$ cat src/sv/itfd_pkg.sv
package itfd_pkg;

	localparam logic [7:0] HDR_A     = 8'h59;
	localparam logic [7:0] HDR_B     = 8'h53;
	localparam logic [7:0] EULER_ID  = 8'h40;
	localparam logic [7:0] QUAT_ID   = 8'h41;
	localparam logic [7:0] LEN_EULER = 8'd12;
	localparam logic [7:0] LEN_QUAT  = 8'd16;

	localparam int unsigned NUM_VALUES = 7;

	// Control from the frame sequencer to the TLV parser.
	typedef struct packed {
		logic       clear;
		logic       byte_en;
		logic [7:0] data;
		logic [7:0] remaining;
	} tlv_ctrl_t;

	// Captured values: pitch, roll, yaw, w, x, y, z; flag bit 0 Euler, bit 1 quaternion.
	typedef struct packed {
		logic [NUM_VALUES-1:0][31:0] vals;
		logic [1:0]                  flags;
	} capture_t;

	typedef struct packed {
		logic       status;
		logic [15:0] seq;
		capture_t   cap;
	} result_t;

endpackage

$ cat src/sv/itfd_tlv.sv
module itfd_tlv (
	input  logic               clk,
	input  logic               arst_n,
	input  itfd_pkg::tlv_ctrl_t ctrl,
	output itfd_pkg::capture_t cap
);

	localparam logic [1:0] BP_ID   = 2'd0;
	localparam logic [1:0] BP_LEN  = 2'd1;
	localparam logic [1:0] BP_DATA = 2'd2;

	logic [7:0]  bid_q;
	logic [7:0]  blen_q;
	logic [7:0]  bpos_q;
	logic [1:0]  bphase_q;
	logic        stop_q;
	logic [1:0]  flags_q;
	logic [31:0] vals_q [itfd_pkg::NUM_VALUES];

	logic       euler_hit;
	logic       quat_hit;
	logic [2:0] slot;
	logic [7:0] bpos_inc;
	logic       blk_done;
	logic       active;

	assign euler_hit = (bid_q == itfd_pkg::EULER_ID) && (blen_q == itfd_pkg::LEN_EULER);
	assign quat_hit  = (bid_q == itfd_pkg::QUAT_ID) && (blen_q == itfd_pkg::LEN_QUAT);
	// A matched block is at most sixteen bytes, so two bits of position pick the word.
	assign slot      = (quat_hit ? 3'd3 : 3'd0) + {1'b0, bpos_q[3:2]};
	assign bpos_inc  = bpos_q + 8'd1;
	assign blk_done  = bpos_inc >= blen_q;
	assign active    = ctrl.byte_en && !stop_q;

	always_ff @(posedge clk or negedge arst_n) begin
		if (!arst_n) begin
			bid_q    <= '0;
			blen_q   <= '0;
			bpos_q   <= '0;
			bphase_q <= BP_ID;
			stop_q   <= 1'b0;
			flags_q  <= '0;
			for (int i = 0; i < itfd_pkg::NUM_VALUES; i++) begin
				vals_q[i] <= '0;
			end
		end else if (ctrl.clear) begin
			bid_q    <= '0;
			blen_q   <= '0;
			bpos_q   <= '0;
			bphase_q <= BP_ID;
			stop_q   <= 1'b0;
			flags_q  <= '0;
			for (int i = 0; i < itfd_pkg::NUM_VALUES; i++) begin
				vals_q[i] <= '0;
			end
		end else if (active) begin
			case (bphase_q)
				BP_ID: begin
					// An id byte with nothing after it in the payload is ignored.
					if (ctrl.remaining != 8'd0) begin
						bid_q    <= ctrl.data;
						bphase_q <= BP_LEN;
					end
				end
				BP_LEN: begin
					blen_q <= ctrl.data;
					bpos_q <= '0;
					if (ctrl.data > ctrl.remaining) begin
						stop_q <= 1'b1;
					end else if (ctrl.data == 8'd0) begin
						bphase_q <= BP_ID;
					end else begin
						bphase_q <= BP_DATA;
					end
				end
				BP_DATA: begin
					for (int i = 0; i < itfd_pkg::NUM_VALUES; i++) begin
						if ((euler_hit || quat_hit) && slot == 3'(i)) begin
							vals_q[i][{bpos_q[1:0], 3'b000} +: 8] <= ctrl.data;
						end
					end
					bpos_q <= bpos_inc;
					if (blk_done) begin
						flags_q  <= flags_q | {quat_hit, euler_hit};
						bphase_q <= BP_ID;
					end
				end
				default: begin
					bphase_q <= BP_ID;
				end
			endcase
		end
	end

	always_comb begin
		for (int i = 0; i < itfd_pkg::NUM_VALUES; i++) begin
			cap.vals[i] = vals_q[i];
		end
		cap.flags = flags_q;
	end

`ifndef SYNTH
	a_clear_resets: assert property (@(posedge clk) disable iff (!arst_n)
		ctrl.clear |=> (flags_q == 2'b00 && bphase_q == BP_ID && !stop_q))
		else $error("TLV parser not cleared at frame start");

	a_pos_in_block: assert property (@(posedge clk) disable iff (!arst_n)
		bphase_q == BP_DATA |-> bpos_q < blen_q)
		else $error("block position beyond block length");

	a_stop_cause: assert property (@(posedge clk) disable iff (!arst_n)
		$rose(stop_q) |-> $past(ctrl.byte_en && bphase_q == BP_LEN))
		else $error("parsing stopped outside a length byte");
`endif

endmodule

$ cat src/sv/itfd_outreg.sv
module itfd_outreg (
	input  logic              clk,
	input  logic              arst_n,
	input  logic              load,
	input  itfd_pkg::result_t res_d,
	input  logic              out_stall,
	output logic              out_valid,
	output itfd_pkg::result_t res_q
);

	always_ff @(posedge clk or negedge arst_n) begin
		if (!arst_n) begin
			out_valid <= 1'b0;
		end else if (load) begin
			out_valid <= 1'b1;
		end else if (!out_stall) begin
			out_valid <= 1'b0;
		end
	end

	always_ff @(posedge clk) begin
		if (load) begin
			res_q <= res_d;
		end
	end

`ifndef SYNTH
	a_no_overwrite: assert property (@(posedge clk) disable iff (!arst_n)
		load |-> (!out_valid || !out_stall))
		else $error("result register loaded while its request is stalled");

	a_load_valid: assert property (@(posedge clk) disable iff (!arst_n)
		load |=> out_valid)
		else $error("loaded result not offered");

	a_stall_holds: assert property (@(posedge clk) disable iff (!arst_n)
		(out_valid && out_stall) |=> (out_valid && $stable(res_q)))
		else $error("stalled result request changed");
`endif

endmodule

$ cat src/sv/imu_tlv_frame_deframer_unit.sv
// Channel   Handshake              Payload
// input     in_valid / in_stall    rx_byte
// output    out_valid / out_stall  status, seq_number, euler_seen, quat_seen, 7 values
//
// Each byte is registered on acceptance and processed from that register; one byte per cycle while in_stall is low.
// A result is loaded into the output register when the second checksum byte is processed from the input register.
// arst_n clears all sequencing state asynchronously; the block then hunts for a header.
// in_stall rises only while a result waits in the output register and the next registered
// byte is a second checksum byte, so a stalled output holds the input for at most that case.
module imu_tlv_frame_deframer_unit (
	input  logic               clk,
	input  logic               arst_n,
	input  logic               in_valid,
	output logic               in_stall,
	input  logic [7:0]         rx_byte,
	output logic               out_valid,
	input  logic               out_stall,
	output logic               status,
	output logic [15:0]        seq_number,
	output logic               euler_seen,
	output logic               quat_seen,
	output logic signed [31:0] pitch_micro,
	output logic signed [31:0] roll_micro,
	output logic signed [31:0] yaw_micro,
	output logic signed [31:0] qw_micro,
	output logic signed [31:0] qx_micro,
	output logic signed [31:0] qy_micro,
	output logic signed [31:0] qz_micro
);

	localparam logic [2:0] PH_HUNT    = 3'd0;
	localparam logic [2:0] PH_SEQ_LO  = 3'd1;
	localparam logic [2:0] PH_SEQ_HI  = 3'd2;
	localparam logic [2:0] PH_LEN     = 3'd3;
	localparam logic [2:0] PH_PAYLOAD = 3'd4;
	localparam logic [2:0] PH_CK1     = 3'd5;
	localparam logic [2:0] PH_CK2     = 3'd6;

	logic       valid_s1;
	logic [7:0] byte_s1;

	logic [2:0]  phase_q, phase_d;
	logic        saw_q, saw_d;
	logic [15:0] seq_q, seq_d;
	logic [7:0]  plen_q, plen_d;
	logic [7:0]  ppos_q, ppos_d;
	logic [7:0]  sum_lo_q, sum_lo_d;
	logic [7:0]  sum_hi_q, sum_hi_d;
	logic [7:0]  fcb_q, fcb_d;

	logic [7:0] lo_add;
	logic [7:0] hi_add;
	logic [7:0] ppos_inc;
	logic       out_free;
	logic       adv;
	logic       frame_start;

	itfd_pkg::tlv_ctrl_t ctrl;
	itfd_pkg::capture_t  cap;
	itfd_pkg::result_t   res_d;
	itfd_pkg::result_t   res_q;

	assign out_free    = !out_valid || !out_stall;
	assign adv         = valid_s1 && ((phase_q != PH_CK2) || out_free);
	assign in_stall    = valid_s1 && !adv;
	assign frame_start = adv && (phase_q == PH_HUNT) && saw_q && (byte_s1 == itfd_pkg::HDR_B);

	always_ff @(posedge clk or negedge arst_n) begin
		if (!arst_n) begin
			valid_s1 <= 1'b0;
		end else if (!in_stall) begin
			valid_s1 <= in_valid;
		end
	end

	always_ff @(posedge clk) begin
		if (in_valid && !in_stall) begin
			byte_s1 <= rx_byte;
		end
	end

	assign lo_add   = sum_lo_q + byte_s1;
	assign hi_add   = sum_hi_q + lo_add;
	assign ppos_inc = ppos_q + 8'd1;

	always_comb begin
		phase_d  = phase_q;
		saw_d    = saw_q;
		seq_d    = seq_q;
		plen_d   = plen_q;
		ppos_d   = ppos_q;
		sum_lo_d = sum_lo_q;
		sum_hi_d = sum_hi_q;
		fcb_d    = fcb_q;
		case (phase_q)
			PH_HUNT: begin
				if (frame_start) begin
					saw_d    = 1'b0;
					sum_lo_d = '0;
					sum_hi_d = '0;
					seq_d    = '0;
					plen_d   = '0;
					ppos_d   = '0;
					phase_d  = PH_SEQ_LO;
				end else begin
					saw_d = (byte_s1 == itfd_pkg::HDR_A);
				end
			end
			PH_SEQ_LO: begin
				seq_d    = {8'h00, byte_s1};
				sum_lo_d = lo_add;
				sum_hi_d = hi_add;
				phase_d  = PH_SEQ_HI;
			end
			PH_SEQ_HI: begin
				seq_d    = {byte_s1, seq_q[7:0]};
				sum_lo_d = lo_add;
				sum_hi_d = hi_add;
				phase_d  = PH_LEN;
			end
			PH_LEN: begin
				plen_d   = byte_s1;
				ppos_d   = '0;
				sum_lo_d = lo_add;
				sum_hi_d = hi_add;
				phase_d  = (byte_s1 == 8'd0) ? PH_CK1 : PH_PAYLOAD;
			end
			PH_PAYLOAD: begin
				sum_lo_d = lo_add;
				sum_hi_d = hi_add;
				ppos_d   = ppos_inc;
				if (ppos_inc >= plen_q) begin
					phase_d = PH_CK1;
				end
			end
			PH_CK1: begin
				fcb_d   = byte_s1;
				phase_d = PH_CK2;
			end
			PH_CK2: begin
				phase_d = PH_HUNT;
				saw_d   = 1'b0;
			end
			default: begin
				phase_d = PH_HUNT;
				saw_d   = 1'b0;
			end
		endcase
	end

	always_ff @(posedge clk or negedge arst_n) begin
		if (!arst_n) begin
			phase_q  <= PH_HUNT;
			saw_q    <= 1'b0;
			seq_q    <= '0;
			plen_q   <= '0;
			ppos_q   <= '0;
			sum_lo_q <= '0;
			sum_hi_q <= '0;
			fcb_q    <= '0;
		end else if (adv) begin
			phase_q  <= phase_d;
			saw_q    <= saw_d;
			seq_q    <= seq_d;
			plen_q   <= plen_d;
			ppos_q   <= ppos_d;
			sum_lo_q <= sum_lo_d;
			sum_hi_q <= sum_hi_d;
			fcb_q    <= fcb_d;
		end
	end

	always_comb begin
		ctrl.clear     = frame_start;
		ctrl.byte_en   = adv && (phase_q == PH_PAYLOAD);
		ctrl.data      = byte_s1;
		// Bytes left in the payload after this one.
		ctrl.remaining = plen_q - ppos_q - 8'd1;
	end

	itfd_tlv u_tlv (
		.clk    (clk),
		.arst_n (arst_n),
		.ctrl   (ctrl),
		.cap    (cap)
	);

	always_comb begin
		res_d.status = (fcb_q != sum_lo_q) || (byte_s1 != sum_hi_q);
		res_d.seq    = seq_q;
		res_d.cap    = cap;
	end

	itfd_outreg u_outreg (
		.clk       (clk),
		.arst_n    (arst_n),
		.load      (adv && (phase_q == PH_CK2)),
		.res_d     (res_d),
		.out_stall (out_stall),
		.out_valid (out_valid),
		.res_q     (res_q)
	);

	assign status      = res_q.status;
	assign seq_number  = res_q.seq;
	assign euler_seen  = res_q.cap.flags[0];
	assign quat_seen   = res_q.cap.flags[1];
	assign pitch_micro = $signed(res_q.cap.vals[0]);
	assign roll_micro  = $signed(res_q.cap.vals[1]);
	assign yaw_micro   = $signed(res_q.cap.vals[2]);
	assign qw_micro    = $signed(res_q.cap.vals[3]);
	assign qx_micro    = $signed(res_q.cap.vals[4]);
	assign qy_micro    = $signed(res_q.cap.vals[5]);
	assign qz_micro    = $signed(res_q.cap.vals[6]);

`ifndef SYNTH
	a_result_source: assert property (@(posedge clk) disable iff (!arst_n)
		$rose(out_valid) |-> $past(adv && phase_q == PH_CK2))
		else $error("result raised without a second checksum byte");

	a_frame_end: assert property (@(posedge clk) disable iff (!arst_n)
		(adv && phase_q == PH_CK2) |=> (phase_q == PH_HUNT && !saw_q))
		else $error("header hunt not restarted after frame end");

	a_payload_pos: assert property (@(posedge clk) disable iff (!arst_n)
		phase_q == PH_PAYLOAD |-> ppos_q < plen_q)
		else $error("payload position beyond payload length");
`endif

endmodule

$ cat config.mk
export PLATFORM = sky130hd
export DESIGN_NAME = imu_tlv_frame_deframer_unit
export DESIGN_NICKNAME = d
export VERILOG_FILES = /design/src/sv/itfd_pkg.sv /design/src/sv/itfd_tlv.sv /design/src/sv/itfd_outreg.sv /design/src/sv/imu_tlv_frame_deframer_unit.sv
export SDC_FILE = /design/constraint.sdc
export NUM_CORES = 1
export LEC_CHECK = 0
export BUFFER_PORTS_ARGS = -buffer_cell sky130_fd_sc_hd__buf_4
export CAP_MARGIN = 20
export CORE_ASPECT_RATIO = 0.6
export CORE_MARGIN = 1
export CORE_UTILIZATION = 52
export DETAILED_ROUTE_END_ITERATION = 8
export PLACE_DENSITY_LB_ADDON = 0.08
export SLEW_MARGIN = 20
export SYNTH_ARGS = -nofsm -noshare
export SYNTH_HDL_FRONTEND = slang
export SYNTH_SLANG_ARGS = --single-unit
export TNS_END_PERCENT = 10
$ cat constraint.sdc
create_clock -name clk -period 17.6 [get_ports clk]
set_clock_uncertainty 0.1 [all_clocks]
set_input_delay 1.76 -clock clk [delete_from_list [all_inputs] [get_ports clk]]
set_output_delay 1.76 -clock clk [all_outputs]
set_load 0.05 [all_outputs]
# Word level (Yosys, flattened, before mapping)
# Index checks and enable logic that the tools add are counted.
# op_classes
magnitude_cmp	3
n_reduce_logical	75
shifts	2
bitwise_logic	3
add_sub_neg	8
muxes	58
n_eq_ne	29
# ops
operator	n
two-way mux 224 bit	3
bitwise mux 32 bit	7
two-way mux 32 bit	7
two-way mux 8 bit	10
case mux 8 bit (2 select lines)	4
case mux 16 bit (3 select lines)	1
AND reduction 3 bit	15
nonzero test 2 bit	17
== test 8 x 7 -> 1 bit, second input constant	4
variable shift 8 x 7 -> 32 bit, first input constant	1
variable part select 8 x 7 -> 32 bit	1
case mux 8 bit (3 select lines)	1
two-way mux 2 bit	11
== test 3 bit, second input constant	6
logical AND 1 bit	18
case mux 3 bit (6 select lines)	1
adder 8 x 1 -> 8 bit, second input constant	2
adder 8 bit	2
>= comparator 8 bit	2
two-way mux 16 bit	1
!= test 8 bit	2
== test 3 x 2 -> 1 bit, second input constant	4
nonzero test 3 bit	3
== test 8 x 4 -> 1 bit, second input constant	1
29 further kinds	54
# word_totals
word_cells	213
out_inout_bits	245
ff_bits	566

# Longest topological paths before layout
# Gate-level depths: netlist of the first run.
# depth
word_depth	10
ltp_mapped	15

# Cells and area by module
# Synthesis of the first run repeated with hierarchy kept, for this count alone.
# hier_totals
hier_cells	1719
area_unflattened_um2	22270.1
# modules_own_cells
mod	instances	area_each_um2	cells_per_inst	seq_area_each_um2
itfd_tlv	1	10775.3	1052	6331.1
itfd_outreg	1	7329.5	245	7322.0
imu_tlv_frame_deframer_unit	1	4165.2	422	1766.7

# Worst setup path before layout of the first run
# No wires, ideal clock.
# synth_timing
kind	in2reg
start	input port out_stall
end	register, netlist name u_outreg.res_q[0]
slack_ps	-1995
path_stages	3
arrival_ps	18351
n_path_buf	0
required_time_ps	16356
path_cell_list	nand2_1 -> o31ai_4 -> nor3_1
# synth_via
elab_chain_len	5
# synth_rtl
element	line_no	source
start: declaration	imu_tlv_frame_deframer_unit.sv:17	input logic out_stall,
logical NOT 1 bit	-	
logical OR 1 bit	imu_tlv_frame_deframer_unit.sv:63	assign out_free = !out_valid || !out_stall;
logical OR 1 bit	imu_tlv_frame_deframer_unit.sv:64	assign adv = valid_s1 && ((phase_q != PH_CK2) || out_free);
logical AND 1 bit	imu_tlv_frame_deframer_unit.sv:64	
logical AND 1 bit	imu_tlv_frame_deframer_unit.sv:197	.load (adv && (phase_q == PH_CK2)),
named net u_outreg.load	itfd_outreg.sv:4	input logic load,
# The timed path passes the listed nets, and every way through them passes these cells.
# A chain may end at the register's enable or synchronous reset.

# Final worst setup path of the first run
# layout_timing
start	input port out_stall
end	output port in_stall
# layout_via
elab_chain_len	6
# layout_rtl
element	line_no	source
logical NOT 1 bit	-	
logical OR 1 bit	imu_tlv_frame_deframer_unit.sv:63	
logical OR 1 bit	imu_tlv_frame_deframer_unit.sv:64	
logical AND 1 bit	imu_tlv_frame_deframer_unit.sv:64	
logical NOT 1 bit	imu_tlv_frame_deframer_unit.sv:65	assign in_stall = valid_s1 && !adv;
logical AND 1 bit	imu_tlv_frame_deframer_unit.sv:65	
end: declaration	imu_tlv_frame_deframer_unit.sv:14	output logic in_stall,
# Every way passes these cells.

==> results.ini, run 1 <==
[setup_path]
crit_path_max_incr_delay_ns=0.37
startpoint_type=primary input
critical_path.most_common_cell=buf_4
r2r_start=u_tlv.blen_q[1]
cp-end-kind=output port
critPathSlowestCell=nor3_1
crit_fanout=3
crit_chain=buf_4 > nand2_1 > nor3_1 > buf_4
criticalPathCategory=primary input to output port
cp.arrival_ns=2.59
crit_family=simple AND/OR/NAND/NOR gates
cp_num_buf_inv=2
required_ns=15.74
crit_start=out_stall

[sta]
final.hold.worst_slack_ns=0.3365
finalWorstPathRequiredPeriod_ns=4.453
slew_headroom_pct=24.76
fin_crit_sh_pct=25.30
setup_ws_ns=13.15
setup_violations=0
hold_viol=0
fin_tns_setup_ns=0
fmax_mhz=224.6
worst-slew-pin-transition_ns=1.122
grt_setup_unrepaired=false
slew_violations=0

[run]
maxCapViolations=0

[logic_synthesis]
synth_ff_type=dfrtp_1
synth_seq_cells=566
syn_area_um2=22120
ys_warn_count=0
avgSynthCellArea_um2=13.54
netlist_instances=1634
yosysSeqAreaShare_pct=69.71
synth.distinct_cells=64
syn_nets=1702
synth_edf_count=251
synthArstFlopShare_pct=55.65

[clock_tree]
ctsResizeCount=0
clk_latency_ns=0.58
htree_levels=2
cts.path.max_buffers=3
cts_setup_buffers=0
cts_root_buffer=clkbuf_16
cts_tree=yes
clock-sinks=566
cts_hold_buf=0
clk_pin_slew_ns=0.07
cts_buffers=50

[placement]
dpl_cell_area_um2=24730
hpwlAfterDp_um=35210
routabilityCongestion=0.8738
dp_worst_setup_slack_ns=13.07
io_buffers=256

[power_and_ir_drop]
switching_share_pct=32.67
seqPwrFrac_pct=45.1
power.share.combinational_pct=24.9
ir_drop_mv=0.08611
p_leak_nw=11.17
p_int_w=0.002406
power_frac_clock_pct=30.0
p_sw_w=0.001168
power_w=0.003574
power.density_nw_per_um2=135.5

[global_routing]
grtUsageTotal_pct=25.05
antenna_found_initial=1
grt_pass1_vias=13520
overflow=0
grt_pass1_wl_um=81570
grt_max_degree=180

[detailed_routing]
antenna_left=0
drt_wl_total_um=53700
drc=0
wl_per_cell_um=21.35
drt_iter0_markers=1288
drt-vias-per-instance=5.553
dr.pass1.iters=5
vias=13970

[hold_path]
worstHoldPathType=register to register
worstHoldStart=u_tlv.cap[196]

[finish]
multi_input_area_um2=6364
fillerInstances=3166
fin_area_um2=26370
syn2layout_area_growth_pct=19.23
drive_gt1_share_pct=25.04
antenna-diode-count=0
final_nets=1972
seq_area_um2=15420

[floorplanning]
dieArea_um2=43390
die_y_um=161.8
coreArea_um2=41870
rows=58
start_util_pct=52.82
io_pins=257
die_x_um=268.3

[run_status]
outcome=finished, final reports clean

[logic make-up after synthesis]
| kind of cell | count (synthesis) | share of synthesized area, % |
|---|---|---|
| AND/OR/NAND/NOR | 475 | 10.20 |
| buffers and inverters | 106 | 1.969 |
| flip-flops | 566 | 69.71 |
| AO/OA/AOI/OAI | 272 | 7.292 |
| multiplexers | 115 | 5.781 |
| adder cells (fa/ha/maj) | 56 | 3.304 |
| XOR/XNOR | 44 | 1.742 |
[layout make-up]
class / count / share of cell area (%)
Inverter: 49 / 0.6974
Multi-Input combinational cell: 962 / 24.13
Timing Repair Buffer: 275 / 7.932
Tap cell: 570 / 2.704
Clock buffer: 73 / 5.418
Sequential cell: 566 / 58.47
Clock inverter: 20 / 0.6500
[path summary, 6_finish.rpt]
path | endpoint | slack (ns) | cells after the start
worst max-delay path | in_stall | 13.15 | 4
worst min-delay path | u_outreg.res_q[196] | 0.34 | 0
worst max register to register | u_tlv.cap[153] | 13.50 | 10
worst min register to register | u_outreg.res_q[196] | 0.34 | 0
max in group asynchronous | u_tlv.cap[189] | 14.74 | 2
min in group asynchronous | sum_lo_q[7] | 1.14 | 1
[synthesized netlist by cell type (25+ instances only)]
cell type	count	area [µm²]
dfrtp_1	315	7883
nand2_1	259	972.2
edfxtp_1	251	7537
o21ai_0	166	830.8
mux2_2	95	1070
ha_1	52	650.6
nand3_1	50	250.2
inv_1	49	183.9
clkbuf_1	35	131.4
nor2_1	30	112.6
a21oi_1	28	140.1
xor2_1	27	236.5
and3_1	25	156.4
[metrics by stage]
stage | util, % | instances
floorplan | - | 1634
global placement | 59.03 | 2420
detailed placement | 59.06 | 2421
CTS | 62.88 | 2514
global route | 62.98 | 2515
finish | 62.98 | 2515
[worst reg2reg max path: stages, from the launching register on]
cell	delay [ns]
dfrtp_1	0.41
nor4_1	0.69
and3_1	0.28
nand2_1	0.10
inv_1	0.11
ha_1	0.14
inv_1	0.04
fa_1	0.53
and3b_1	0.45
a21oi_1	0.86
o21ai_0	0.21
[sequential cells by signal (all words and copies together) (netlist names)]
signal,count
ppos_q,8
fcb_q,8
sum_hi_q,8
u_tlv.blen_q,8
valid_s1,1
saw_q,1
plen_q,8
u_tlv.bphase_q,2
byte_s1,8
seq_q,16
u_tlv.stop_q,1
u_tlv.bpos_q,8
u_tlv.flags_q,2
u_tlv.cap,224
u_outreg.out_valid,1
sum_lo_q,8
phase_q,3
u_tlv.bid_q,8
u_outreg.res_q,243
[routing by layer]
metal  GRT usage (%)  wire length (µm)  up-vias
met2           35.04             22780      456
met5               0                 0        -
met3           4.912              3747       75
met4           6.390              1178        0
li1                -                 -     6390
met1           39.92             25990     7045
[layout by cell type (no fill, tap or decap), types with 5 or more instances in the layout]
master | synthesis | layout
nand2_1 | 259 | 259
nand4_1 | 9 | 9
clkbuf_1 | 35 | 15
nor2b_1 | 8 | 7
and2_1 | 21 | 21
clkinv_1 | 0 | 7
and3_1 | 25 | 25
a22o_1 | 12 | 12
clkbuf_16 | 0 | 51
nand2_2 | 8 | 8
inv_1 | 49 | 49
o211ai_1 | 6 | 6
dfrtp_1 | 315 | 315
nand3_1 | 50 | 50
a21oi_2 | 12 | 17
o21ai_0 | 166 | 166
o31ai_1 | 10 | 10
nor2_1 | 30 | 30
mux2i_1 | 13 | 13
nor4_1 | 13 | 13
mux2_2 | 95 | 95
a21oi_1 | 28 | 23
o22ai_1 | 5 | 5
edfxtp_1 | 251 | 251
clkbuf_8 | 0 | 7
xor2_1 | 27 | 27
o21bai_1 | 6 | 6
mux2_1 | 7 | 7
buf_4 | 5 | 271
nor3_1 | 14 | 12
clkinv_2 | 0 | 8
xnor2_1 | 17 | 17
ha_1 | 52 | 52
[power groups by stage]
stage,clock [W],combinational (W),sequential (W)
2_1_floorplan,0,0.000421,0.00185
3_3_place_gp,0,0.000862,0.00163
3_5_place_dp,0,0.000881,0.00163
4_1_cts,0.00109,0.000886,0.00161
5_1_grt,0.00114,0.000969,0.00162
6_report,0.00107,0.000890,0.00161
Note: power is estimated with default switching activity, not from simulation.
==> run 2: changes to the inputs <==
- ABC_AREA: unset -> 1
- CORE_UTILIZATION: 52 -> 58
- clock period: 17.6 -> 4.15 ns (I/O delays scaled with it)
==> results.ini, run 2 <==
[run_status]
outcome=finished, final reports clean

[finish]
antenna-diode-count=0
final_nets=2471
largest-register=u_outreg.res_q
most-common-layout-cells=nand2_1 (460), inv_1 (349), dfrtp_1 (314)
syn2layout_area_growth_pct=19.03
largest_register_ff_count=243
layout.cells.non_filler=2966
layout_commonest_cell=nand2_1
drive_gt1_share_pct=17.47

[detailed_routing]
drc=0
drt-vias-per-instance=5.394
wl_per_cell_um=20.14
dr_wl_met2_um=24110
drt_wl_total_um=59730
drt-met1-wl_um=28150
vias=16000
dr.pass1.iters=6
top_layer=met4
met3_length_um=6255
antenna_left=0
drt_iter0_markers=1892

[global_routing]
grt_pass1_vias=15140
antenna_found_initial=4
grtUsageTotal_pct=29.75
overflow=0
grt_max_degree=108
grt_pass1_wl_um=90220

[logic_synthesis]
netlist_instances=2111
yosysSeqAreaShare_pct=66.92
synth_most_common_cell=nand2_1
avgSynthCellArea_um2=10.92
synth_edf_count=251
synth_area_leader_cell=dfrtp_1
synth_common_cells=nand2_1 (464), inv_1 (350), dfrtp_1 (315), edfxtp_1 (251), o21ai_0 (139)
synth.area.top_cells=dfrtp_1 (34%), edfxtp_1 (33%), nand2_1 (7.6%), inv_1 (5.7%), o21ai_0 (3.0%)
synthArstFlopShare_pct=55.65
synth_ff_type=dfrtp_1
synth_top_area_share_pct=34.21
synth.distinct_cells=44
syn_nets=2179
ys_warn_count=0
syn_area_um2=23040
synth_seq_cells=566

[setup_path]
r2r_cells=9
r2r_start=byte_s1[3]
criticalPathCategory=register to register
rrSetupSlack_ns=0.56
r2r-end=u_tlv.cap[218]
required_ns=4.53
crit_start=byte_s1[3]
cp.arrival_ns=3.97
startpoint_type=register
cp-end-kind=register
crit_fanout=23
critPathCapture=u_tlv.cap[218]

[clock_tree]
clk_pin_slew_ns=0.08
cts_root_buffer=clkbuf_16
htree_levels=2
cts_tree=yes
clk_latency_ns=0.58
cts.path.max_buffers=3
cts_setup_buffers=0
ctsResizeCount=0
clock-sinks=566
cts_buffers=49

[run]
maxCapViolations=0

[sta]
fin_tns_setup_ns=0
slew_headroom_pct=35.40
grt_setup_unrepaired=false
hold_viol=0
slew_violations=0
fin_crit_sh_pct=86.43
fmax_mhz=278.8
worst-slew-pin-transition_ns=0.9617
finalWorstPathRequiredPeriod_ns=3.587
setup_violations=0

[floorplanning]
start_util_pct=58.94
dieArea_um2=40560
die_x_um=259.3
coreArea_um2=39100
rows=56
die_y_um=156.4
io_pins=257

[placement]
hpwlAfterDp_um=42600
routabilityCongestion=0.9660
placed_cells=2863
io_buffers=256

[hold_path]
worstHoldPathType=register to register

[power_and_ir_drop]
seqPwrFrac_pct=44.6
switching_share_pct=32.80
p_sw_w=0.004927
power.density_nw_per_um2=547.7
power.share.combinational_pct=23.6
p_int_w=0.01009
power_w=0.01502
p_leak_nw=12.05
power_frac_clock_pct=31.9
ir_drop_mv=0.3559

==> run 2: cell count changes in the layout (fill, tap and decap cells not counted), moves of 16 or more <==
cell | before | now
inv_1 | 49 | 349
nand2_1 | 259 | 460
o21ai_1 | 1 | 113
mux2_2 | 95 | 0
nor2_1 | 30 | 83
nand3_1 | 50 | 83
o21ai_0 | 166 | 139
and3_1 | 25 | 1
nand2_2 | 8 | 32
and2_1 | 21 | 0
a21oi_2 | 17 | 1
==> run 2: timing repair <==
item	CTS	global route
endpoints found under the hold margin	112	0
endpoints found under the setup margin	0	0
hold buffers	11	0
==> run 2: per-layer routing <==
| layer | GRT usage [%] | vias to the layer above |
|---|---|---|
| li1 | - | 7492 |
| met4 | 6.975 | 0 |
| met2 | 39.57 | 673 |
| met3 | 9.281 | 81 |
| met5 | 0 | - |
| met1 | 47.10 | 7754 |
==> run 2: worst min path at each step <==
| stage | from | end | slack [ns] | cells after the start |
|---|---|---|---|---|
| finish | u_tlv.cap[198] | u_outreg.res_q[198] | 0.34 | 0 |
| global route | u_tlv.cap[171] | u_outreg.res_q[171] | 0.35 | 0 |
| detailed placement | u_tlv.cap[171] | u_outreg.res_q[171] | 0.33 | 0 |
| CTS | u_tlv.cap[198] | u_outreg.res_q[198] | 0.34 | 0 |
| floorplan | arst_n | fcb_q[0] | 0.02 | 0 |
| global placement | u_tlv.cap[111] | u_outreg.res_q[111] | 0.33 | 0 |
==> run 2: logic make-up (layout without fill, tap and decap cells) <==
logic type	count (synthesis)	in the layout	share of synthesized area, %
xor+xnor	26	26	0.9882
compound gates	324	324	7.585
fa+ha+maj	56	56	3.171
buf+inv	405	738	6.945
flops	566	566	66.92
simple gates	734	734	14.39
==> run 2: worst max-delay path: stages, from the launching register on <==
cell and delay (ns):
edfxtp_1 0.68, inv_2 0.25, nand4_1 0.13, nor2_1 0.06, nand2_2 0.54, nand2_1 0.49, nor3_1 0.73, buf_4 0.26
inv_1 0.09, o21ai_1 0.15
==> run 2: final cells by class <==
type,instances,area (µm²)
flip-flops and latches,566,15420
fillers,2845,11670
multi-input cells,1140,6056
repair buffers,285,2262
clock buffers,71,1411
inverters,361,1361
well taps,522,653.1
clock inverters,21,262.8
==> run 2: power by group through the flow <==
| stage | Clock [W] | Combinational [W] | Sequential, W |
|---|---|---|---|
| 3_5_place_dp | 0 | 0.00344 | 0.00678 |
| 2_1_floorplan | 0 | 0.00210 | 0.00702 |
| 3_3_place_gp | 0 | 0.00338 | 0.00676 |
| 4_1_cts | 0.00483 | 0.00348 | 0.00667 |
| 5_1_grt | 0.00503 | 0.00391 | 0.00673 |
| 6_report | 0.00479 | 0.00354 | 0.00670 |
==> run 2: metrics by stage <==
step	area [µm²]	util, %	hold WS, ns	setup WS (ns)
2_1_floorplan	23090	-	0.01941	-0.9125
4_1_cts	27430	70.15	0.3439	0.6280
6_report	27430	70.15	0.3433	0.5633
3_3_place_gp	25640	65.59	0.3285	0.6656
5_1_grt	27430	70.15	0.3525	0.4068
3_5_place_dp	25640	65.59	0.3313	0.6438
